[src/design/zsb_pkg.sv]
// ----------------------------------------------------------------------------
// zsb_pkg: shared types and constants for the zoomed sprite blitter
// Screen geometry, color key, zoom limit and the job record that is passed
// from the pixel front end to the write generator.
// ----------------------------------------------------------------------------
`timescale 1ns / 1ps
`default_nettype none

package zsb_pkg;

  // Screen and sprite geometry
  localparam int unsigned SCREEN_WIDTH = 320;
  localparam int unsigned MAX_ZOOM     = 8;
  localparam logic [7:0]  COLOR_KEY    = 8'hFF;

  // Field widths
  localparam int unsigned ADDR_W  = 16;
  localparam int unsigned COLOR_W = 8;
  localparam int unsigned COL_W   = 9;
  localparam int unsigned ROW_W   = 8;
  localparam int unsigned ZOOM_W  = 4;
  // Offset inside one block, 0 .. MAX_ZOOM-1
  localparam int unsigned OFS_W   = (MAX_ZOOM > 1) ? $clog2(MAX_ZOOM) : 1;
  // row*zoom and column*zoom products
  localparam int unsigned ROWZ_W  = ROW_W + OFS_W;
  localparam int unsigned COLZ_W  = COL_W + OFS_W;

  // Job queue depth
  localparam int unsigned FIFO_DEPTH = 4;
  localparam int unsigned FIFO_AW    = $clog2(FIFO_DEPTH);

  // Register indexes of the configuration port
  localparam logic [1:0] REG_BASE   = 2'd0;
  localparam logic [1:0] REG_WIDTH  = 2'd1;
  localparam logic [1:0] REG_HEIGHT = 2'd2;
  localparam logic [1:0] REG_ZOOM   = 2'd3;

  // One visible source pixel, ready for block expansion
  typedef struct packed {
    logic [COLOR_W-1:0] color;
    logic [ROWZ_W-1:0]  row_z;    // row * zoom
    logic [COLZ_W-1:0]  col_z;    // column * zoom
    logic [OFS_W-1:0]   zoom_m1;  // zoom - 1
  } zsb_job_t;

endpackage

`default_nettype wire

[src/design/zoomed_sprite_blit_color_key.sv]
// ----------------------------------------------------------------------------
// zoomed_sprite_blit_color_key: scaled sprite blit with transparent color key
// Turns each non-transparent source pixel into a zoom-by-zoom block of
// framebuffer writes, row by row, flagging the last write of each block.
//
//  Channel   Dir  Transaction                tdata / tuser / tlast
//  s_axis    in   one source pixel           tdata[7:0] pixel_color,
//                                            tuser start_of_image
//  m_axis    out  one framebuffer write      tdata[15:0] write_address,
//                                            tdata[23:16] write_color,
//                                            tlast last_write
//  cfg       in   one register write         cfg_index_i, cfg_data_i
//
// A visible pixel passes through job fetch and origin setup in the write
// generator, then gets one write per cycle while m_axis is ready; transparent
// pixels are taken at one per cycle while the 4-entry job queue has room.
// Reset clears the position counters, queue and sequencer; registers reset
// to base 0, width 16, height 16, zoom 1.
// A stalled m_axis holds the write generator; s_axis stalls only when the
// job queue is full.
// ----------------------------------------------------------------------------
`timescale 1ns / 1ps
`default_nettype none

module zoomed_sprite_blit_color_key (
  input  wire logic        clk_i,
  input  wire logic        rst_ni,
  // Pixel input
  input  wire logic        s_axis_tvalid,
  output logic             s_axis_tready,
  input  wire logic [7:0]  s_axis_tdata,   // [7:0] pixel_color
  input  wire logic        s_axis_tuser,   // [0] start_of_image
  // Write output
  output logic             m_axis_tvalid,
  input  wire logic        m_axis_tready,
  output logic [23:0]      m_axis_tdata,   // [15:0] write_address, [23:16] write_color
  output logic             m_axis_tlast,   // last_write
  // Configuration writes
  input  wire logic        cfg_valid_i,
  output logic             cfg_ready_o,
  input  wire logic [1:0]  cfg_index_i,
  input  wire logic [15:0] cfg_data_i
);
  import zsb_pkg::*;

  logic [ADDR_W-1:0]  base_q;
  logic [COL_W-1:0]   width_q;
  logic [ROW_W-1:0]   height_q;
  logic [ZOOM_W-1:0]  zoom_q;

  zsb_job_t           push_job, pop_job;
  logic               push, pop, fifo_full, fifo_empty;
  logic [ADDR_W-1:0]  wr_addr;
  logic [COLOR_W-1:0] wr_color;

  // Configuration registers
  assign cfg_ready_o = 1'b1;

  always_ff @(posedge clk_i or negedge rst_ni) begin
    if (!rst_ni) begin
      base_q   <= '0;
      width_q  <= COL_W'(16);
      height_q <= ROW_W'(16);
      zoom_q   <= ZOOM_W'(1);
    end else if (cfg_valid_i && cfg_ready_o) begin
      unique case (cfg_index_i)
        REG_BASE:   base_q   <= cfg_data_i[ADDR_W-1:0];
        REG_WIDTH:  width_q  <= cfg_data_i[COL_W-1:0];
        REG_HEIGHT: height_q <= cfg_data_i[ROW_W-1:0];
        REG_ZOOM:   zoom_q   <= cfg_data_i[ZOOM_W-1:0];
        default: ;
      endcase
    end
  end

  // Front end: position tracking and transparency filter
  zsb_front u_front (
    .clk_i            (clk_i),
    .rst_ni           (rst_ni),
    .s_axis_tvalid    (s_axis_tvalid),
    .s_axis_tready    (s_axis_tready),
    .pixel_color_i    (s_axis_tdata),
    .start_of_image_i (s_axis_tuser),
    .image_width_i    (width_q),
    .image_height_i   (height_q),
    .zoom_factor_i    (zoom_q),
    .fifo_full_i      (fifo_full),
    .push_o           (push),
    .job_o            (push_job)
  );

  // Job queue
  zsb_fifo u_fifo (
    .clk_i       (clk_i),
    .rst_ni      (rst_ni),
    .push_i      (push),
    .push_data_i (push_job),
    .full_o      (fifo_full),
    .pop_i       (pop),
    .pop_data_o  (pop_job),
    .empty_o     (fifo_empty)
  );

  // Back end: block write generation
  zsb_back u_back (
    .clk_i           (clk_i),
    .rst_ni          (rst_ni),
    .base_index_i    (base_q),
    .fifo_empty_i    (fifo_empty),
    .pop_o           (pop),
    .job_i           (pop_job),
    .m_axis_tvalid   (m_axis_tvalid),
    .m_axis_tready   (m_axis_tready),
    .write_address_o (wr_addr),
    .write_color_o   (wr_color),
    .last_write_o    (m_axis_tlast)
  );

  assign m_axis_tdata = {wr_color, wr_addr};

endmodule

`default_nettype wire

[src/design/zsb_fifo.sv]
// ----------------------------------------------------------------------------
// zsb_fifo: job queue between front end and write generator
// Small register FIFO; lets the pixel intake and the write stream stall
// independently.
// ----------------------------------------------------------------------------
`timescale 1ns / 1ps
`default_nettype none

module zsb_fifo (
  input  wire logic              clk_i,
  input  wire logic              rst_ni,
  input  wire logic              push_i,
  input  wire zsb_pkg::zsb_job_t push_data_i,
  output logic                   full_o,
  input  wire logic              pop_i,
  output zsb_pkg::zsb_job_t      pop_data_o,
  output logic                   empty_o
);
  import zsb_pkg::*;

  zsb_job_t             mem_q [FIFO_DEPTH];
  logic [FIFO_AW-1:0]   wr_ptr_q, wr_ptr_d;
  logic [FIFO_AW-1:0]   rd_ptr_q, rd_ptr_d;
  logic [FIFO_AW:0]     count_q, count_d;
  logic                 do_push, do_pop;

  assign full_o     = (count_q == (FIFO_AW+1)'(FIFO_DEPTH));
  assign empty_o    = (count_q == '0);
  assign do_push    = push_i && !full_o;
  assign do_pop     = pop_i && !empty_o;
  assign pop_data_o = mem_q[rd_ptr_q];

  // Pointer and occupancy update
  always_comb begin
    wr_ptr_d = do_push ? wr_ptr_q + 1'b1 : wr_ptr_q;
    rd_ptr_d = do_pop  ? rd_ptr_q + 1'b1 : rd_ptr_q;
    count_d  = count_q;
    if (do_push && !do_pop) begin
      count_d = count_q + 1'b1;
    end else if (!do_push && do_pop) begin
      count_d = count_q - 1'b1;
    end
  end

  always_ff @(posedge clk_i or negedge rst_ni) begin
    if (!rst_ni) begin
      wr_ptr_q <= '0;
      rd_ptr_q <= '0;
      count_q  <= '0;
    end else begin
      wr_ptr_q <= wr_ptr_d;
      rd_ptr_q <= rd_ptr_d;
      count_q  <= count_d;
    end
  end

  // Storage, no reset needed
  always_ff @(posedge clk_i) begin
    if (do_push) begin
      mem_q[wr_ptr_q] <= push_data_i;
    end
  end

endmodule

`default_nettype wire

[src/design/zsb_front.sv]
// ----------------------------------------------------------------------------
// zsb_front: pixel intake and classification
// Tracks the column and row of each source pixel, drops transparent pixels
// and queues the visible ones with their scaled position.
// ----------------------------------------------------------------------------
`timescale 1ns / 1ps
`default_nettype none

module zsb_front (
  input  wire logic                          clk_i,
  input  wire logic                          rst_ni,
  input  wire logic                          s_axis_tvalid,
  output logic                               s_axis_tready,
  input  wire logic [zsb_pkg::COLOR_W-1:0]   pixel_color_i,
  input  wire logic                          start_of_image_i,
  input  wire logic [zsb_pkg::COL_W-1:0]     image_width_i,
  input  wire logic [zsb_pkg::ROW_W-1:0]     image_height_i,
  input  wire logic [zsb_pkg::ZOOM_W-1:0]    zoom_factor_i,
  input  wire logic                          fifo_full_i,
  output logic                               push_o,
  output zsb_pkg::zsb_job_t                  job_o
);
  import zsb_pkg::*;

  logic [COL_W-1:0]  col_q, col_d, col_cur, col_inc;
  logic [ROW_W-1:0]  row_q, row_d, row_cur, row_inc;
  logic [ZOOM_W-1:0] zoom_eff;
  logic              accept, visible;

  assign s_axis_tready = !fifo_full_i;
  assign accept        = s_axis_tvalid && s_axis_tready;

  // Zoom saturates at the largest block size
  assign zoom_eff = (zoom_factor_i > ZOOM_W'(MAX_ZOOM)) ? ZOOM_W'(MAX_ZOOM) : zoom_factor_i;
  assign visible  = (pixel_color_i != COLOR_KEY) && (zoom_eff != '0);

  // Position of this pixel; start flag restarts the image
  assign col_cur = start_of_image_i ? '0 : col_q;
  assign row_cur = start_of_image_i ? '0 : row_q;
  assign col_inc = col_cur + 1'b1;
  assign row_inc = row_cur + 1'b1;

  // Position of the next pixel
  always_comb begin
    col_d = col_inc;
    row_d = row_cur;
    if (col_inc == '0 || col_inc >= image_width_i) begin
      col_d = '0;
      row_d = row_inc;
      if (row_inc == '0 || row_inc >= image_height_i) begin
        row_d = '0;
      end
    end
  end

  always_ff @(posedge clk_i or negedge rst_ni) begin
    if (!rst_ni) begin
      col_q <= '0;
      row_q <= '0;
    end else if (accept) begin
      col_q <= col_d;
      row_q <= row_d;
    end
  end

  // Queue entry for a visible pixel
  assign push_o        = accept && visible;
  assign job_o.color   = pixel_color_i;
  assign job_o.row_z   = ROWZ_W'(row_cur) * ROWZ_W'(zoom_eff);
  assign job_o.col_z   = COLZ_W'(col_cur) * COLZ_W'(zoom_eff);
  assign job_o.zoom_m1 = OFS_W'(zoom_eff - 1'b1);

endmodule

`default_nettype wire

[src/design/zsb_back.sv]
// ----------------------------------------------------------------------------
// zsb_back: block write generator
// Takes one queued pixel, computes its block origin and steps through
// the zoom-by-zoom block, one framebuffer write per cycle while not stalled.
// ----------------------------------------------------------------------------
`timescale 1ns / 1ps
`default_nettype none

module zsb_back (
  input  wire logic                         clk_i,
  input  wire logic                         rst_ni,
  input  wire logic [zsb_pkg::ADDR_W-1:0]   base_index_i,
  input  wire logic                         fifo_empty_i,
  output logic                              pop_o,
  input  wire zsb_pkg::zsb_job_t            job_i,
  output logic                              m_axis_tvalid,
  input  wire logic                         m_axis_tready,
  output logic [zsb_pkg::ADDR_W-1:0]        write_address_o,
  output logic [zsb_pkg::COLOR_W-1:0]       write_color_o,
  output logic                              last_write_o
);
  import zsb_pkg::*;

  typedef enum logic [1:0] {
    ST_IDLE,
    ST_SETUP,
    ST_EMIT
  } state_e;

  localparam logic [ADDR_W-1:0] LINE_STEP = ADDR_W'(SCREEN_WIDTH);

  state_e             state_q;
  zsb_job_t           job_q;
  logic [ADDR_W-1:0]  line_q, addr_q, origin;
  logic [OFS_W-1:0]   dx_q, dy_q;
  logic               dx_end, dy_end, out_fire;

  assign pop_o    = (state_q == ST_IDLE) && !fifo_empty_i;
  assign out_fire = m_axis_tvalid && m_axis_tready;
  assign dx_end   = (dx_q == job_q.zoom_m1);
  assign dy_end   = (dy_q == job_q.zoom_m1);

  // Top-left write of the block, modulo the address width
  assign origin = base_index_i
                + ADDR_W'(ADDR_W'(job_q.row_z) * LINE_STEP)
                + ADDR_W'(job_q.col_z);

  assign m_axis_tvalid   = (state_q == ST_EMIT);
  assign write_address_o = addr_q;
  assign write_color_o   = job_q.color;
  assign last_write_o    = dx_end && dy_end;

  // Sequencer: fetch a job, set up the origin, walk the block
  always_ff @(posedge clk_i or negedge rst_ni) begin
    if (!rst_ni) begin
      state_q <= ST_IDLE;
      job_q   <= '0;
      line_q  <= '0;
      addr_q  <= '0;
      dx_q    <= '0;
      dy_q    <= '0;
    end else begin
      unique case (state_q)
        ST_IDLE: begin
          if (pop_o) begin
            job_q   <= job_i;
            state_q <= ST_SETUP;
          end
        end
        ST_SETUP: begin
          line_q  <= origin;
          addr_q  <= origin;
          dx_q    <= '0;
          dy_q    <= '0;
          state_q <= ST_EMIT;
        end
        ST_EMIT: begin
          if (out_fire) begin
            if (!dx_end) begin
              dx_q   <= dx_q + 1'b1;
              addr_q <= addr_q + 1'b1;
            end else if (!dy_end) begin
              dx_q   <= '0;
              dy_q   <= dy_q + 1'b1;
              line_q <= line_q + LINE_STEP;
              addr_q <= line_q + LINE_STEP;
            end else begin
              state_q <= ST_IDLE;
            end
          end
        end
        default: state_q <= ST_IDLE;
      endcase
    end
  end

endmodule

`default_nettype wire
[config.mk]
export PLATFORM = sky130hd
export DESIGN_NAME = zoomed_sprite_blit_color_key
export DESIGN_NICKNAME = d
export VERILOG_FILES = /design/src/design/zsb_pkg.sv /design/src/design/zoomed_sprite_blit_color_key.sv /design/src/design/zsb_fifo.sv /design/src/design/zsb_front.sv /design/src/design/zsb_back.sv
export SDC_FILE = /design/constraint.sdc
export NUM_CORES = 1
export LEC_CHECK = 0
export ABC_AREA = 0
export ABC_CLOCK_PERIOD_IN_PS = 9500
export BUFFER_PORTS_ARGS = -buffer_cell sky130_fd_sc_hd__buf_2
export CORE_MARGIN = 4
export CORE_UTILIZATION = 50
export CTS_CLUSTER_DIAMETER = 120
export CTS_CLUSTER_SIZE = 28
export DETAILED_ROUTE_END_ITERATION = 10
export PLACE_DENSITY = 0.7
export SYNTH_ARGS = -nofsm -noshare
export SYNTH_HDL_FRONTEND = slang
export SYNTH_SLANG_ARGS = --single-unit
export TNS_END_PERCENT = 100
[constraint.sdc]
create_clock -name clk_i -period 9.5 [get_ports clk_i]
set_input_delay 1.9 -clock clk_i [delete_from_list [all_inputs] [get_ports clk_i]]
set_output_delay 1.9 -clock clk_i [all_outputs]
set_load 0.005 [all_outputs]
; Word-level counts from Yosys, hierarchy flattened
; Memories as Yosys holds them, arrays and structs flattened. A register that Yosys moved wholly into a read port is not among the register bits.
; Index checks and enable logic that the tools add are counted.
[totals]
register_bits = 101
ram_bits = 136
inputBits = 32
output_inout_bits = 28
elab_cells = 112
mem_count = 1
[op_classes]
addsub = 13
n_mul = 3
magnitude_cmp = 3
n_eq_ne = 15
mux = 30
reduce_logical = 33
[mem_list]
columns = name, depth, word_bits, read_ports, rd_ports_with_merged_regs, wr, line
row1 = u_fifo.mem_q, 4, 34, 1, 1, 1, zsb_fifo.sv:21  ; zsb_job_t mem_q [FIFO_DEPTH];
[ops]
columns = op, n
row1 = 16-bit two-way mux, 5
row2 = 16-bit case mux with 2 select lines, 2
row3 = 3-bit two-way mux, 8
row4 = 8-bit two-way mux, 3
row5 = 9-bit two-way mux, 2
row6 = "16-bit by 1-bit adder with 16-bit output, second input constant", 1
row7 = 16-bit by 12-bit adder with 16-bit output, 1
row8 = 16-bit adder, 1
row9 = "16-bit by 9-bit adder with 16-bit output, second input constant", 1
row10 = 9-bit by 4-bit multiplier with 12-bit output, 1
row11 = 3-bit case mux with 2 select lines, 2
row12 = "11-bit by 3-bit multiplier with 10-bit output, second input constant", 1
row13 = 8-bit by 4-bit multiplier with 11-bit output, 1
row14 = 1-bit logical AND, 10
row15 = "2-bit inequality test, second input constant", 5
row16 = 2-bit AND reduction, 5
row17 = "3-bit by 1-bit adder with 3-bit output, second input constant", 3
row18 = "9-bit by 1-bit adder with 9-bit output, second input constant", 1
row19 = 9-bit >= comparator, 1
row20 = 9-bit logical NOT, 1
row21 = "8-bit by 1-bit adder with 8-bit output, second input constant", 1
row22 = 8-bit >= comparator, 1
row23 = 8-bit logical NOT, 1
row24 = 2-bit two-way mux, 4
row25 = other kinds (20), 35

; Longest topological paths before layout
; Gate-level depths: netlist (run 1).
[logic_depth]
depth_word = 10
ltp_mapped = 18
depth_no_buf = 16

; Modules after synthesis
; From an unflattened synthesis (run 1), not the netlist that was laid out.
[unflattened]
cells_unflattened = 1286
hier_area_um2 = 15541.2
[by_module_without_submodules]
columns = mod, instances, cells_per_inst, area_each_um2, seq_area_each_um2
row1 = zsb_fifo, 1, 215, 5373.9, 4259.1
row2 = zsb_back, 1, 535, 5213.8, 1826.8
row3 = zsb_front, 1, 455, 3545.9, 425.4
row4 = zoomed_sprite_blit_color_key, 1, 81, 1407.6, 929.6

; Least setup slack after synthesis (run 1)
; OpenSTA, ideal clock, no wires.
[synth_timing]
path_kind = input to register
start = input s_axis_tuser
end = memory u_fifo.mem_q[0][14] in the netlist's numbering (data pin)
t_arrival_ns = 5.586
slack_ns = 3.763
cell_stages = 16
path_buffers = 3
cell_sequence = buf_2 -> inv_1 -> clkbuf_1 -> buf_1 -> nand3_1 -> fa_1 -> fa_1 -> inv_1 -> ha_1 -> a21o_1 -> a21oi_1 -> o21bai_1 -> a21oi_1 -> o21ai_0 -> or4_1 -> nand3_1
[synth_lines]
columns = element, line
row1 = from (decl), zoomed_sprite_blit_color_key.sv:32  ; input wire logic s_axis_tuser,
row2 = to (decl), zsb_fifo.sv:21

==> results of run 1 <==
[flip-flops by register name, summed over array words and instances (netlist names)]
register / flops
u_front.col_q: 9
base_q: 16
zoom_q: 4
height_q: 8
u_back.write_color_o: 8
u_back.dy_q: 3
u_back.line_q: 16
u_back.state_q: 2
u_front.row_q: 8
u_back.write_address_o: 16
u_fifo.rd_ptr_q: 2
u_fifo.mem_q: 132
u_fifo.count_q: 3
u_back.dx_q: 3
u_back.job_q: 25
width_q: 9
u_fifo.wr_ptr_q: 2
[area by class of cell]
class	instances	area [sq um]
Clock inverter	2	17.5
Clock buffer	19	348
Timing Repair Buffer	69	379
Multi-Input combinational cell	848	7030
Fill cell	2595	13700
Inverter	97	364
Sequential cell	266	7320
Tap cell	390	488
[worst reg2reg max path: cells and delay by family (launching register included)]
kind / cells / cell delay, ns
AOI/OAI and AO/OA: 4 / 0.71
adders and majority gates: 3 / 1.35
buffers and inverters: 3 / 0.60
DFF: 1 / 0.66
and+or+nand+nor: 4 / 0.96
[synthesized netlist by cell type (5+ instances only)]
cell type / count / area, sq um
sky130_fd_sc_hd__o211ai_1: 7 / 52.6
sky130_fd_sc_hd__nand3_1: 36 / 180
sky130_fd_sc_hd__buf_2: 13 / 65.1
sky130_fd_sc_hd__nand2b_1: 7 / 43.8
sky130_fd_sc_hd__mux4_2: 33 / 743
sky130_fd_sc_hd__buf_4: 9 / 67.6
sky130_fd_sc_hd__nand2_1: 110 / 413
sky130_fd_sc_hd__edfxtp_1: 132 / 3960
sky130_fd_sc_hd__a31oi_1: 10 / 62.6
sky130_fd_sc_hd__xnor2_1: 55 / 482
sky130_fd_sc_hd__ha_1: 95 / 1190
sky130_fd_sc_hd__o21ai_0: 60 / 300
sky130_fd_sc_hd__a21o_1: 6 / 45.0
sky130_fd_sc_hd__mux2_2: 71 / 800
sky130_fd_sc_hd__xor2_1: 22 / 193
sky130_fd_sc_hd__and3_1: 11 / 68.8
sky130_fd_sc_hd__o21bai_1: 7 / 52.6
sky130_fd_sc_hd__o21a_1: 5 / 37.5
sky130_fd_sc_hd__nor2b_1: 12 / 75.1
sky130_fd_sc_hd__clkbuf_1: 31 / 116
sky130_fd_sc_hd__nor3_1: 14 / 70.1
sky130_fd_sc_hd__dfrtp_1: 131 / 3280
sky130_fd_sc_hd__inv_1: 96 / 360
sky130_fd_sc_hd__fa_1: 35 / 701
sky130_fd_sc_hd__and2_1: 20 / 125
sky130_fd_sc_hd__nor2_1: 84 / 315
sky130_fd_sc_hd__a22o_1: 7 / 61.3
sky130_fd_sc_hd__a21oi_1: 55 / 275
sky130_fd_sc_hd__nand4_1: 10 / 62.6
sky130_fd_sc_hd__buf_1: 6 / 22.5
sky130_fd_sc_hd__o31ai_1: 5 / 37.5
sky130_fd_sc_hd__or3_1: 5 / 31.3
sky130_fd_sc_hd__o22ai_1: 7 / 43.8
[path summary, 6_finish.rpt]
path,to,cells past startpoint,start
max reg2reg,u_fifo.mem_q[2][14],14,zoom_q[3]
min in group asynchronous,u_back.write_address_o[1],1,rst_ni
min,u_fifo.count_q[2],1,u_fifo.count_q[2]
max in group asynchronous,u_front.row_q[1],2,rst_ni
min reg2reg,u_fifo.count_q[2],1,u_fifo.count_q[2]
max,u_fifo.mem_q[2][14],16,s_axis_tuser
[routing by layer]
metal | GRT usage, % | up-vias | routed length [um]
met4 | 3.78 | 0 | 410
met5 | 0 | - | 0
met2 | 33.1 | 136 | 15700
li1 | - | 4551 | -
met1 | 26.0 | 4813 | 13800
met3 | 1.67 | 28 | 857
[logic make-up after synthesis]
group | Yosys count | synth area share (%)
multiplexers | 108 | 10.6
AND/OR/NAND/NOR | 332 | 10.6
adder cells (fa/ha/maj) | 130 | 12.6
AO/OA/AOI/OAI | 200 | 8.59
other | 1 | 0.0250
flip-flops | 266 | 48.9
XOR/XNOR | 77 | 4.50
buffers and inverters | 156 | 4.24
[power groups by stage]
stage / Sequential [mW] / Clock [mW] / Combinational [mW]
final: 1.78 / 0.613 / 3.15
after global routing: 1.82 / 0.677 / 3.53
after CTS: 1.79 / 0.633 / 3.17
after detailed placement: 1.81 / 0 / 3.15
after global placement: 1.79 / 0 / 3.08
after floorplan: 1.73 / 0 / 2.47
==> summary.md, run 1 <==
The number of nets in the layout is 1457, and the endpoint required time on the critical path is 9.83 ns. The cell area after placement was 0.0156 sq mm. The starting density of the core is 50.5%, and the total of endpoints with negative setup slack in the final report is 0. Relative to the synthesized area, the layout overhead comes to 6.47%. The kind of cell adding the most delay to the critical path was adder cells. Kind of launch point of the worst setup path: an input port.

The tools report the max-slew violation count as 0. Synthesis produced 1270 cells. Part of the total power dissipated in sequential elements: 32.2%. The logs give 0.0183 ns for the setup clock skew after layout and 5.54 mW for the power consumption. The clock transition time at the flip-flop clock pins of the worst setup and hold paths is 0.11 ns. For the count of synthesis-stage warnings from yosys, the log shows 0. The most common cell after layout, fill and taps aside is sky130_fd_sc_hd__edfxtp_1. For the clock insertion delay at the later pin of the skew report, the log shows 0.49 ns. The worst setup path is of the input port to flip-flop kind. The pre-CTS setup slack is 3.21 ns, and the number of global-route vias before repair is 9797. For flop-to-flop paths, the worst setup slack is 5.06 ns. Traced cell by cell, the critical path runs through buf_2 -> inv_1 -> nand2_1 -> inv_1 -> nand2_1 -> fa_1 -> fa_1 -> inv_1 -> ha_1 -> a21o_1 -> a21oi_1 -> o21bai_1 -> a21oi_1 -> o21ai_0 -> or4_1 -> nand3_1.

The number of DRC markers in iteration 0 came out at 773. The total number of H-tree levels is 1. The number of antenna diodes in the final layout is 0.

The top cell types in the final layout, fill and taps aside, are sky130_fd_sc_hd__edfxtp_1, sky130_fd_sc_hd__dfrtp_1, sky130_fd_sc_hd__nand2_1. In this run switching power makes up 41.8% of total power. 60 I/O pins were placed.

The tools report the CTS root buffer as sky130_fd_sc_hd__clkbuf_16. Setup repair after global routing left no endpoint under its margin. The net count after synthesis was 1432; the post-detailed-route via-to-cell ratio was 5.63. In the final routed layout, each cell accounts on average for 18.2 um. The power share of the combinational group was 56.8%.

The tightest hold path in the finished design has a slack of 0.509 ns. The synthesized design contains 266 register bits. From left edge to right edge, the die measures 181 um. Counting flops with a built-in enable in the synthesized netlist gives 132. The worst endpoint data arrival time is 6.15 ns. In the post-route analysis, the smallest setup slack over all paths is 3.67 ns. Cell with the most instances on the worst path: sky130_fd_sc_hd__inv_1. The overall track demand over capacity in global routing is 18.9%, and the power share of the clock group is 11.1%. Cells with a size suffix above 1 make up 16.3% of the layout. For the global-route wire length before repair, the log shows 51000 um.

Derived from the worst setup path, the maximum achievable clock frequency is 172 MHz. The tools report the internal power contribution as 3.23 mW. The run finished with clean final reports. The clock passes through at most 3 buffers. The type of the most critical hold path is flip-flop to flip-flop. Standard-cell row count: 63. The actual transition at the worst max-transition pin came out at 1.18 ns. The final route contains 9528 vias. The length of the first detailed-routing pass in iterations was 5; the stage delay of the slowest cell on the critical path was 0.61 ns. For this design, the slowest cell found on the critical path is sky130_fd_sc_hd__fa_1. Summing the sequential cell areas from Yosys gives 48.9% of the chip area. The number of I/O port buffers is 58. The tools report the worst voltage drop across the vdd grid as 0.257 mV. The tools report the residual antenna-violating net count after detailed routing as 0. The post-synthesis async set-or-reset flop share is 50.4%, and the largest net degree at the start of global routing is 72. Across the run, the number of max-cap violations was 0.

STA classifies the critical path endpoint as a flip-flop. After detailed routing, the number of remaining DRC violations is 0. The die covers 0.0328 sq mm. The logs give 22400 um for the half-perimeter wire length of the detailed placement result and 13 for the number of buffers added by the clock tree synthesis step.

After clock tree synthesis, the repair step resized 0 gates. For this design, the CTS-stage hold fixing added 0 buffers. TritonCTS built the clock tree. In this run, placement finished with an instance count of 1670. Average footprint of a synthesized cell: 11.8 sq um. The post-route clock period utilization is 61.3%. The analysis attributes to net switching a power of 2.31 mW. The final-layout setup total negative slack is 0 ns. The aggregate global routing overflow is 0, and the filler-free cell count of the finished design is 1691. The netlist uses 72 different library cells. Final weighted congestion of routability-driven global placement: 0.827.

In this run the vertical extent of the chip is 181 um. The power density over the cells was 348 mW/mm^2; the placeable core region was 0.0296 sq mm. With fillers left out, the area of the finished cells amounts to 0.0160 sq mm. The logs give 30800 um for the total routed wirelength and 266 for the number of clock sinks. End-of-flow core utilization: 53.8%. The final critical path time including I/O delays and setup works out to 5.83 ns. Number of setup buffers added after CTS: 0. The number of buffers and inverters on the critical path is 4. The number of antenna violations at the first check in global routing came out at 1.

For this design the static power due to leakage is 6.61 nW. In this run the tightest slew margin relative to its limit is 21.0%. The synthesized netlist occupies a cell area of 0.0150 sq mm. The most instantiated flip-flop cell in the synthesis netlist is sky130_fd_sc_hd__edfxtp_1.

For the final hold violation count, the log shows 0. Along the worst path, the maximum fanout reaches 25.
No activity file was read; power rests on OpenSTA's default activity.
==> run 2: changes to the inputs <==
--- a/config.mk
+++ b/config.mk
@@ -5,15 +5,15 @@
 export SDC_FILE = /design/constraint.sdc
 export NUM_CORES = 1
 export LEC_CHECK = 0
-export ABC_AREA = 0
-export ABC_CLOCK_PERIOD_IN_PS = 9500
+export ABC_AREA = 1
+export ABC_CLOCK_PERIOD_IN_PS = 4900
 export BUFFER_PORTS_ARGS = -buffer_cell sky130_fd_sc_hd__buf_2
 export CORE_MARGIN = 4
 export CORE_UTILIZATION = 50
 export CTS_CLUSTER_DIAMETER = 120
 export CTS_CLUSTER_SIZE = 28
 export DETAILED_ROUTE_END_ITERATION = 10
-export PLACE_DENSITY = 0.7
+export PLACE_DENSITY = 0.72
 export SYNTH_ARGS = -nofsm -noshare
 export SYNTH_HDL_FRONTEND = slang
 export SYNTH_SLANG_ARGS = --single-unit
==> constraint.sdc (replaced) <==
create_clock -name clk_i -period 4.9 [get_ports clk_i]
set_input_delay 0.98 -clock clk_i [delete_from_list [all_inputs] [get_ports clk_i]]
set_output_delay 0.98 -clock clk_i [all_outputs]
set_load 0.005 [all_outputs]
==> summary.md, run 2 <==
The number of flip-flops under the largest register name came out at 132 (unchanged). The type of the most critical hold path is flip-flop to flip-flop (unchanged). Number of nets in the layout: 1916 (was 1457). The fraction of layout instances using a drive strength above 1 came out at 8.18% (was 16.3%). The most common cell after layout, fill and taps aside was sky130_fd_sc_hd__nor2_1 (was sky130_fd_sc_hd__edfxtp_1). Number of flops mapped to enable cells by yosys: 132 (unchanged). For the largest net degree at the start of global routing, the log shows 83 (was 72). The residual antenna-violating net count after detailed routing came out at 0 (unchanged).

Largest registers: u_fifo.mem_q (132), u_back.job_q (25) (unchanged). The end-of-flow core utilization was 54.5% (was 53.8%). The leakage power figure is 7.48 nW (was 6.61 nW), and the post-detailed-route via-to-cell ratio is 5.35 (was 5.63).

The final design instance area without fill is 0.0163 sq mm (was 0.0160 sq mm). The half-perimeter wire length of the detailed placement result is 24600 um (was 22400 um), and the power density over the cells is 694 mW/mm^2 (was 348 mW/mm^2). The routed length per placed instance came out at 15.8 um (was 18.2 um). Height of the chip: 183 um (was 181 um). The run gives 1.10 ns (was 5.06 ns) as the worst-case register-to-register setup slack. The tools report the final hold violation count as 0 (unchanged). The logs give 0.887 (was 0.827) for the final weighted congestion of routability-driven global placement and 11500 (was 9528) for the total via count in the routed design. The post-route clock period utilization was 82.6%; the die extent in x was 183 um (was 181 um). For the peak clock frequency supported by timing, the log shows 247 MHz.

The number of clock sinks came out at 266 (unchanged). The count of synthesis-stage warnings from yosys is 0 (unchanged). The clock transition time at the flip-flop clock pins of the worst setup and hold paths is 0.11 ns (about the same), and the clock insertion delay at the later pin of the skew report is 0.48 ns (was 0.49 ns).

Number of flip-flops and latches in the synthesized netlist: 266 (unchanged). The final-layout setup total negative slack was 0 ns (unchanged); the number of global-route vias before repair was 11100 (was 9797). The placeable core region came out at 0.0300 sq mm (was 0.0296 sq mm).

The most numerous cell in the Yosys netlist is sky130_fd_sc_hd__nor2_1 (was sky130_fd_sc_hd__edfxtp_1). For the number of buffers added by the clock tree synthesis step, the log shows 13 (unchanged). The setup clock skew after layout is 0.0213 ns (was 0.0183 ns), and the worst voltage drop across the vdd grid is 0.441 mV (was 0.257 mV). The endpoint class of the critical path is a flip-flop (unchanged). The total routed wirelength was 34100 um (was 30800 um). The area growth from synthesis to layout works out to 6.61% (was 6.47%).

Setup repair after global routing left no endpoint under its margin. The worst-path maximum fanout came out at 7 (was 25). Post-synthesis async set-or-reset flop share: 50.4% (unchanged). The run gives 63 (unchanged) as the standard-cell row count. The tools report the post-synthesis instance total as 1725 (was 1270). For the count of boundary I/O pins, the log shows 60 (unchanged). The fraction of the yosys area taken by sequential cells was 47.8% (was 48.9%). The area occupied by registers is 0.00732 sq mm (unchanged). The logs give 3 (unchanged) for the clock tree buffer depth and 56600 um (was 51000 um) for the global-route wire length before repair. The worst endpoint data arrival time was 4.34 ns (was 6.15 ns). The endpoint required time on the critical path came out at 5.19 ns (was 9.83 ns).

The routed design could run at a clock period as short as 4.05 ns. Largest cells by area after synthesis: sky130_fd_sc_hd__edfxtp_1, sky130_fd_sc_hd__dfrtp_1, sky130_fd_sc_hd__ha_1 (unchanged). The total number of H-tree levels is 1 (unchanged), and the number of I/O port buffers is 58 (unchanged). The number of filler cells placed in the layout was 2724 (was 2595); the combined area of all synthesized cells was 0.0153 sq mm (was 0.0150 sq mm). The normalized max-slew margin came out at 42.8% (was 21.0%). Register ranked first by flip-flop count: u_fifo.mem_q (unchanged).

The starting density of the core came out at 51.2% (was 50.5%). The most area-hungry cell type in the Yosys netlist is sky130_fd_sc_hd__edfxtp_1 (unchanged). The length of the first detailed-routing pass in iterations is 5 (unchanged).

The number of DRC markers in iteration 0 came out at 858 (was 773). The run gives 1887 (was 1432) as the net count after synthesis. The logs give 0 (was 1) for the number of antenna violations at the first check in global routing and 0 (unchanged) for the max-slew violation count. Kind of launch point of the worst setup path: an input port (unchanged). The proportion of netlist area held by the largest area contributor was 25.9% (was 26.5%). The actual transition at the worst max-transition pin was 0.857 ns (was 1.18 ns); the number of setup buffers added after CTS was 0 (unchanged). For the total of endpoints with negative setup slack in the final report, the log shows 0 (unchanged). The CTS root buffer was sky130_fd_sc_hd__clkbuf_16 (unchanged). The run gives 0.0335 sq mm (was 0.0328 sq mm) as the area of the die. The critical setup path kind is input port to flip-flop (unchanged). The run finished with clean final reports. The overall track demand over capacity in global routing was 20.3% (was 18.9%). Most instantiated flip-flop cell in the synthesis netlist: sky130_fd_sc_hd__edfxtp_1 (unchanged). The area of combinational cells with multiple inputs was 0.00695 sq mm (was 0.00703 sq mm). The tools report the post-CTS resize count as 0 (unchanged).

The number of distinct library cells after synthesis is 48 (was 72). The cell area after placement is 0.0160 sq mm (was 0.0156 sq mm). TritonCTS built the clock tree. The average footprint of a synthesized cell was 8.88 sq um (was 11.8 sq um); the number of max-cap violations was 0 (unchanged).

The aggregate global routing overflow was 0 (unchanged); the total of hold buffers inserted after clock tree synthesis was 0 (unchanged). The count of antenna diodes in the layout is 0 (unchanged). Most frequent cells in the layout: sky130_fd_sc_hd__nor2_1, sky130_fd_sc_hd__nand2_1, sky130_fd_sc_hd__inv_1 (was sky130_fd_sc_hd__edfxtp_1, sky130_fd_sc_hd__dfrtp_1, sky130_fd_sc_hd__nand2_1). For the number of design rule violations left after detail routing, the log shows 0 (unchanged).

Post-synth top cells: sky130_fd_sc_hd__nor2_1, sky130_fd_sc_hd__nand2_1, sky130_fd_sc_hd__inv_1 (was sky130_fd_sc_hd__edfxtp_1, sky130_fd_sc_hd__dfrtp_1, sky130_fd_sc_hd__nand2_1).
-- run 2: area by class of cell --
cell class	instances	area share, %
Tap cell	390	2.99
Timing Repair Buffer	79	2.78
Multi-Input combinational cell	1194	42.5
Sequential cell	266	44.8
Clock buffer	19	2.13
Inverter	200	4.61
Clock inverter	2	0.130
-- run 2: final timing paths --
kind,cells after the start,from,endpoint
max,15,s_axis_tuser,u_fifo.mem_q[2][14]
min,2,u_back.line_q[0],u_back.line_q[0]
max in group asynchronous,2,rst_ni,u_back.job_q[23]
min reg2reg,2,u_back.line_q[0],u_back.line_q[0]
max reg2reg,15,zoom_q[3],u_fifo.mem_q[2][14]
min in group asynchronous,1,rst_ni,u_back.write_address_o[5]
-- run 2: cell families (layout without fill, tap and decap cells) --
logic type / Yosys count / count (layout) / share of synthesized area, %
fa+ha+maj: 130 / 130 / 12.3
compound gates: 288 / 288 / 10.2
flops: 266 / 266 / 47.8
xor+xnor: 48 / 48 / 2.74
other cells: 1 / 1 / 0.0245
simple gates: 723 / 723 / 19.7
mux: 4 / 4 / 0.294
buf+inv: 265 / 300 / 7.00
-- run 2: report_power, final --
| part | switching [mW] | internal, mW | total [mW] | leakage [nW] |
|---|---|---|---|---|
| clock | 0.688 | 0.509 | 1.20 | 0.178 |
| combinational | 4.31 | 2.39 | 6.69 | 4.48 |
| sequential | 0.401 | 3.05 | 3.46 | 2.82 |
| total | 5.40 | 5.95 | 11.3 | 7.48 |
-- run 2: critical path, stage by stage --
cell	delay, ns
sky130_fd_sc_hd__buf_2	0.16
sky130_fd_sc_hd__buf_4	0.18
sky130_fd_sc_hd__nor2_1	0.23
sky130_fd_sc_hd__nand2_1	0.13
sky130_fd_sc_hd__fa_1	0.52
sky130_fd_sc_hd__fa_1	0.60
sky130_fd_sc_hd__inv_1	0.06
sky130_fd_sc_hd__ha_1	0.28
sky130_fd_sc_hd__nand2_1	0.05
sky130_fd_sc_hd__o21ai_0	0.33
sky130_fd_sc_hd__nand2_1	0.09
sky130_fd_sc_hd__o211ai_1	0.15
sky130_fd_sc_hd__a21oi_1	0.11
sky130_fd_sc_hd__o21bai_1	0.20
sky130_fd_sc_hd__xor2_1	0.26
-- run 2: per-stage QoR --
step	worst slack (ns)	hold WS (ns)	cells	power, mW
6_report	0.852	0.491	2150	11.3
5_1_grt	0.501	0.524	2150	12.5
4_1_cts	0.859	0.497	2150	11.4
3_5_place_dp	0.368	0.469	2129	10.2
3_3_place_gp	0.517	0.463	2129	10.1
2_1_floorplan	0.950	0.448	1725	8.47
-- run 2: layer usage --
layer  track usage (%)  part of all wire (%)  vias to the layer above  routed length (um)
li1                  -                     -                     5712                   -
met1              27.5                    44                     5532               14900
met2              36.4                    50                      223               17200
met3              1.73                   4.5                       37                1530
met4              3.64                   1.4                        0                 469
met5                 0                     0                        -                   0
==> run 3: changes to the inputs <==
--- a/config.mk
+++ b/config.mk
@@ -5,8 +5,8 @@
 export SDC_FILE = /design/constraint.sdc
 export NUM_CORES = 1
 export LEC_CHECK = 0
-export ABC_AREA = 1
-export ABC_CLOCK_PERIOD_IN_PS = 4900
+export ABC_AREA = 0
+export ABC_CLOCK_PERIOD_IN_PS = 3490
 export BUFFER_PORTS_ARGS = -buffer_cell sky130_fd_sc_hd__buf_2
 export CORE_MARGIN = 4
 export CORE_UTILIZATION = 50
==> constraint.sdc (replaced) <==
create_clock -name clk_i -period 3.49 [get_ports clk_i]
set_input_delay 0.698 -clock clk_i [delete_from_list [all_inputs] [get_ports clk_i]]
set_output_delay 0.698 -clock clk_i [all_outputs]
set_load 0.005 [all_outputs]
==> summary.md, run 3 (synthesis results as in run 1) <==
Most frequent cells in the layout: sky130_fd_sc_hd__edfxtp_1, sky130_fd_sc_hd__dfrtp_1, sky130_fd_sc_hd__buf_4 (was sky130_fd_sc_hd__nor2_1, sky130_fd_sc_hd__nand2_1, sky130_fd_sc_hd__inv_1). The register ranked first by flip-flop count is u_fifo.mem_q (unchanged). The tools report the placeable core region as 0.0296 sq mm (was 0.0300 sq mm). The post-detailed-route via-to-cell ratio was 5.54 (was 5.35).

The path depth of the worst reg2reg path is 13 (was 15). Of the available clock period, the critical path in the final layout requires 99.0%. The number of design rule violations left after detail routing was 0 (unchanged); the aggregate global routing overflow was 0 (unchanged). The smallest clock period supported by the final layout is computed as 3.45 ns. The total number of H-tree levels was 1 (unchanged); the overall track demand over capacity in global routing was 19.8% (was 20.3%). The run gives 0.00732 sq mm (about the same) as the area occupied by registers. The routed length per placed instance is 18.1 um (was 15.8 um). The standard-cell row count came out at 63 (unchanged). The filler-free cell count of the finished design was 1814 (was 2150); the largest net degree at the start of global routing was 68 (was 83).

The final-layout setup total negative slack was 0 ns (unchanged). For this run, the top clock speed supported by timing is 289 MHz. The global-route wire length before repair was 53800 um (was 56600 um).

TritonCTS built the clock tree. For the number of clock sinks, the log shows 266 (unchanged). The most common cell after layout, fill and taps aside is sky130_fd_sc_hd__edfxtp_1 (was sky130_fd_sc_hd__nor2_1). The run gives 5 (unchanged) as the length of the first detailed-routing pass in iterations.

The logs give 0.872 mV (was 0.441 mV) for the worst voltage drop across the vdd grid and 1580 (was 1916) for the number of nets in the layout. The type of the most critical hold path was input port to async pin (was flip-flop to flip-flop). For the worst endpoint data arrival time, the log shows 3.68 ns (was 4.34 ns). The die extent in x was 181 um (was 183 um). Startpoint of the most critical register-to-register path: zoom_q[3] (unchanged). The normalized max-slew margin came out at 37.6% (was 42.8%). The number of I/O port buffers is 58 (unchanged), and the area of the die is 0.0328 sq mm (was 0.0335 sq mm). For the count of boundary I/O pins, the log shows 60 (unchanged). The stage delay of the slowest cell on the critical path is 0.53 ns (was 0.60 ns). The residual antenna-violating net count after detailed routing is 0 (unchanged).

Critical path cell sequence: nor2b_2 -> buf_4 -> nand2_1 -> fa_1 -> fa_1 -> inv_1 -> ha_1 -> a21o_1 -> a21oi_2 -> o21bai_1 -> a21oi_2 -> o21ai_2 -> xnor2_2 (was buf_2 -> buf_4 -> nor2_1 -> nand2_1 -> fa_1 -> fa_1 -> inv_1 -> ha_1 -> nand2_1 -> o21ai_0 -> nand2_1 -> o211ai_1 -> a21oi_1 -> o21bai_1 -> xor2_1). The fraction of layout instances using a drive strength above 1 works out to 27.9% (was 8.18%). The half-perimeter wire length of the detailed placement result is 24100 um (was 24600 um), and the number of flip-flops under the largest register name is 132 (unchanged). Critical path's slowest cell: sky130_fd_sc_hd__fa_1 (unchanged).

The logs give 10400 (was 11100) for the number of global-route vias before repair and 669 (was 858) for the number of DRC markers in iteration 0. The logs give 50.5% (was 51.2%) for the starting density of the core and 0.00733 sq mm (was 0.00695 sq mm) for the area of combinational cells with multiple inputs. The total of endpoints with negative setup slack in the final report is 0 (unchanged), and the cell count after placement is 1781 (was 2129). The run finished with clean final reports.

The tools report the total of hold buffers inserted after clock tree synthesis as 0 (unchanged). For the final design instance area without fill, the log shows 0.0172 sq mm (was 0.0163 sq mm). The logs give 3.72 ns (was 5.19 ns) for the endpoint required time on the critical path and 7.29 nW (was 7.48 nW) for the leakage power figure.

For the total via count in the routed design, the log shows 10100 (was 11500). Final hold violation count: 0 (unchanged). The clock tree buffer depth was 3 (unchanged). For the number of filler cells placed in the layout, the log shows 2409 (was 2724).

The clock transition time at the flip-flop clock pins of the worst setup and hold paths is 0.11 ns (about the same), and the power density over the cells is 949 mW/mm^2 (was 694 mW/mm^2). The area growth from synthesis to layout is 15.1% (was 6.61%), and the final weighted congestion of routability-driven global placement is 0.858 (was 0.887). The setup clock skew after layout is 0.0172 ns (was 0.0213 ns).

The kind of launch point of the worst setup path was a flip-flop (was an input port). Setup repair after global routing could not meet its margin everywhere. Largest registers: u_fifo.mem_q (132), u_back.job_q (25) (unchanged). Max-slew violation count: 0 (unchanged).

The actual transition at the worst max-transition pin was 0.936 ns (was 0.857 ns); the clock insertion delay at the later pin of the skew report was 0.49 ns (was 0.48 ns). Worst-case register-to-register setup slack: 0.04 ns (was 1.10 ns). Critical setup path kind: flip-flop to flip-flop (was input port to flip-flop). The number of antenna violations at the first check in global routing is 1 (was 0). The CTS root buffer is sky130_fd_sc_hd__clkbuf_16 (unchanged). The number of max-cap violations is 0 (unchanged), and the end-of-flow core utilization is 58.2% (was 54.5%). Height of the chip: 181 um (was 183 um).

The run gives 0 (unchanged) as the count of antenna diodes in the layout. Endpoint class of the critical path: a flip-flop (unchanged). Cell area after placement: 0.0165 sq mm (was 0.0160 sq mm). The worst flop-to-flop path endpoint was u_fifo.mem_q[0][24] (was u_fifo.mem_q[2][14]). The total routed wirelength was 32800 um (was 34100 um). The worst-path maximum fanout is 6 (was 7), and the number of buffers added by the clock tree synthesis step is 13 (unchanged).
## run 3: cell count changes in the layout (fill, tap and decap cells not counted), moves of 51 or more
cell / before / now
sky130_fd_sc_hd__buf_4: 21 / 124
sky130_fd_sc_hd__inv_1: 192 / 86
sky130_fd_sc_hd__mux2_2: 4 / 71
sky130_fd_sc_hd__nand2_1: 266 / 105
sky130_fd_sc_hd__nand3_1: 84 / 33
sky130_fd_sc_hd__nor2_1: 310 / 81
sky130_fd_sc_hd__o21ai_0: 157 / 54
## run 3: area by class of cell
type	count	share of cell area [%]
well taps	390	2.83
clock inverters	3	0.123
flip-flops and latches	266	42.5
clock buffers	18	1.99
multi-input cells	848	42.5
repair buffers	192	7.92
inverters	97	2.18
## run 3: how the worst max path moves through the flow
stage	startpoint	slack, ns	cells past startpoint	endpoint
finish	zoom_q[3]	0.04	13	u_fifo.mem_q[0][24]
global placement	s_axis_tuser	-0.36	16	u_fifo.mem_q[0][14]
CTS	zoom_q[3]	-0.04	14	u_fifo.mem_q[3][14]
global route	zoom_q[3]	-0.15	13	u_fifo.mem_q[0][24]
floorplan	s_axis_tuser	-0.44	17	u_fifo.mem_q[0][14]
detailed placement	s_axis_tuser	-0.46	16	u_fifo.mem_q[3][24]
## run 3: metrics by stage
step	setup WS, ns	hold WS, ns	total power [mW]
finish	0.0357	0.205	16.4
CTS	-0.0386	0.225	16.0
global placement	-0.361	0.486	13.9
global route	-0.152	0.247	17.7
floorplan	-0.441	0.402	11.5
detailed placement	-0.460	0.491	14.2
## run 3: worst max-delay path: cells and delay by family, from the launching register on
| kind | cells | cell delay [ns] |
|---|---|---|
| fa+ha+maj | 3 | 1.29 |
| flops | 1 | 0.48 |
| simple gates | 2 | 0.26 |
| xor+xnor | 1 | 0.17 |
| buf+inv | 2 | 0.24 |
| compound gates | 5 | 0.74 |
## run 3: power breakdown
part / internal, mW / leakage, nW / switching, mW / total (mW)
registers: 4.25 / 2.86 / 0.597 / 4.85
logic: 4.61 / 4.26 / 5.22 / 9.83
clock network: 0.709 / 0.170 / 0.982 / 1.69
## run 3: metal layers
| layer | track usage (%) | share of wire (%) |
|---|---|---|
| met5 | 0 | 0 |
| met4 | 4.83 | 2.3 |
| met3 | 1.95 | 3.0 |
| met2 | 36.0 | 52 |
| met1 | 25.8 | 43 |
## run 3: what timing repair did
action,in CTS,in global routing
cloned,0,0
pin swaps,13,40
setup buffers,2,11
gates resized for setup,12,46
endpoints found under the setup margin,28,51
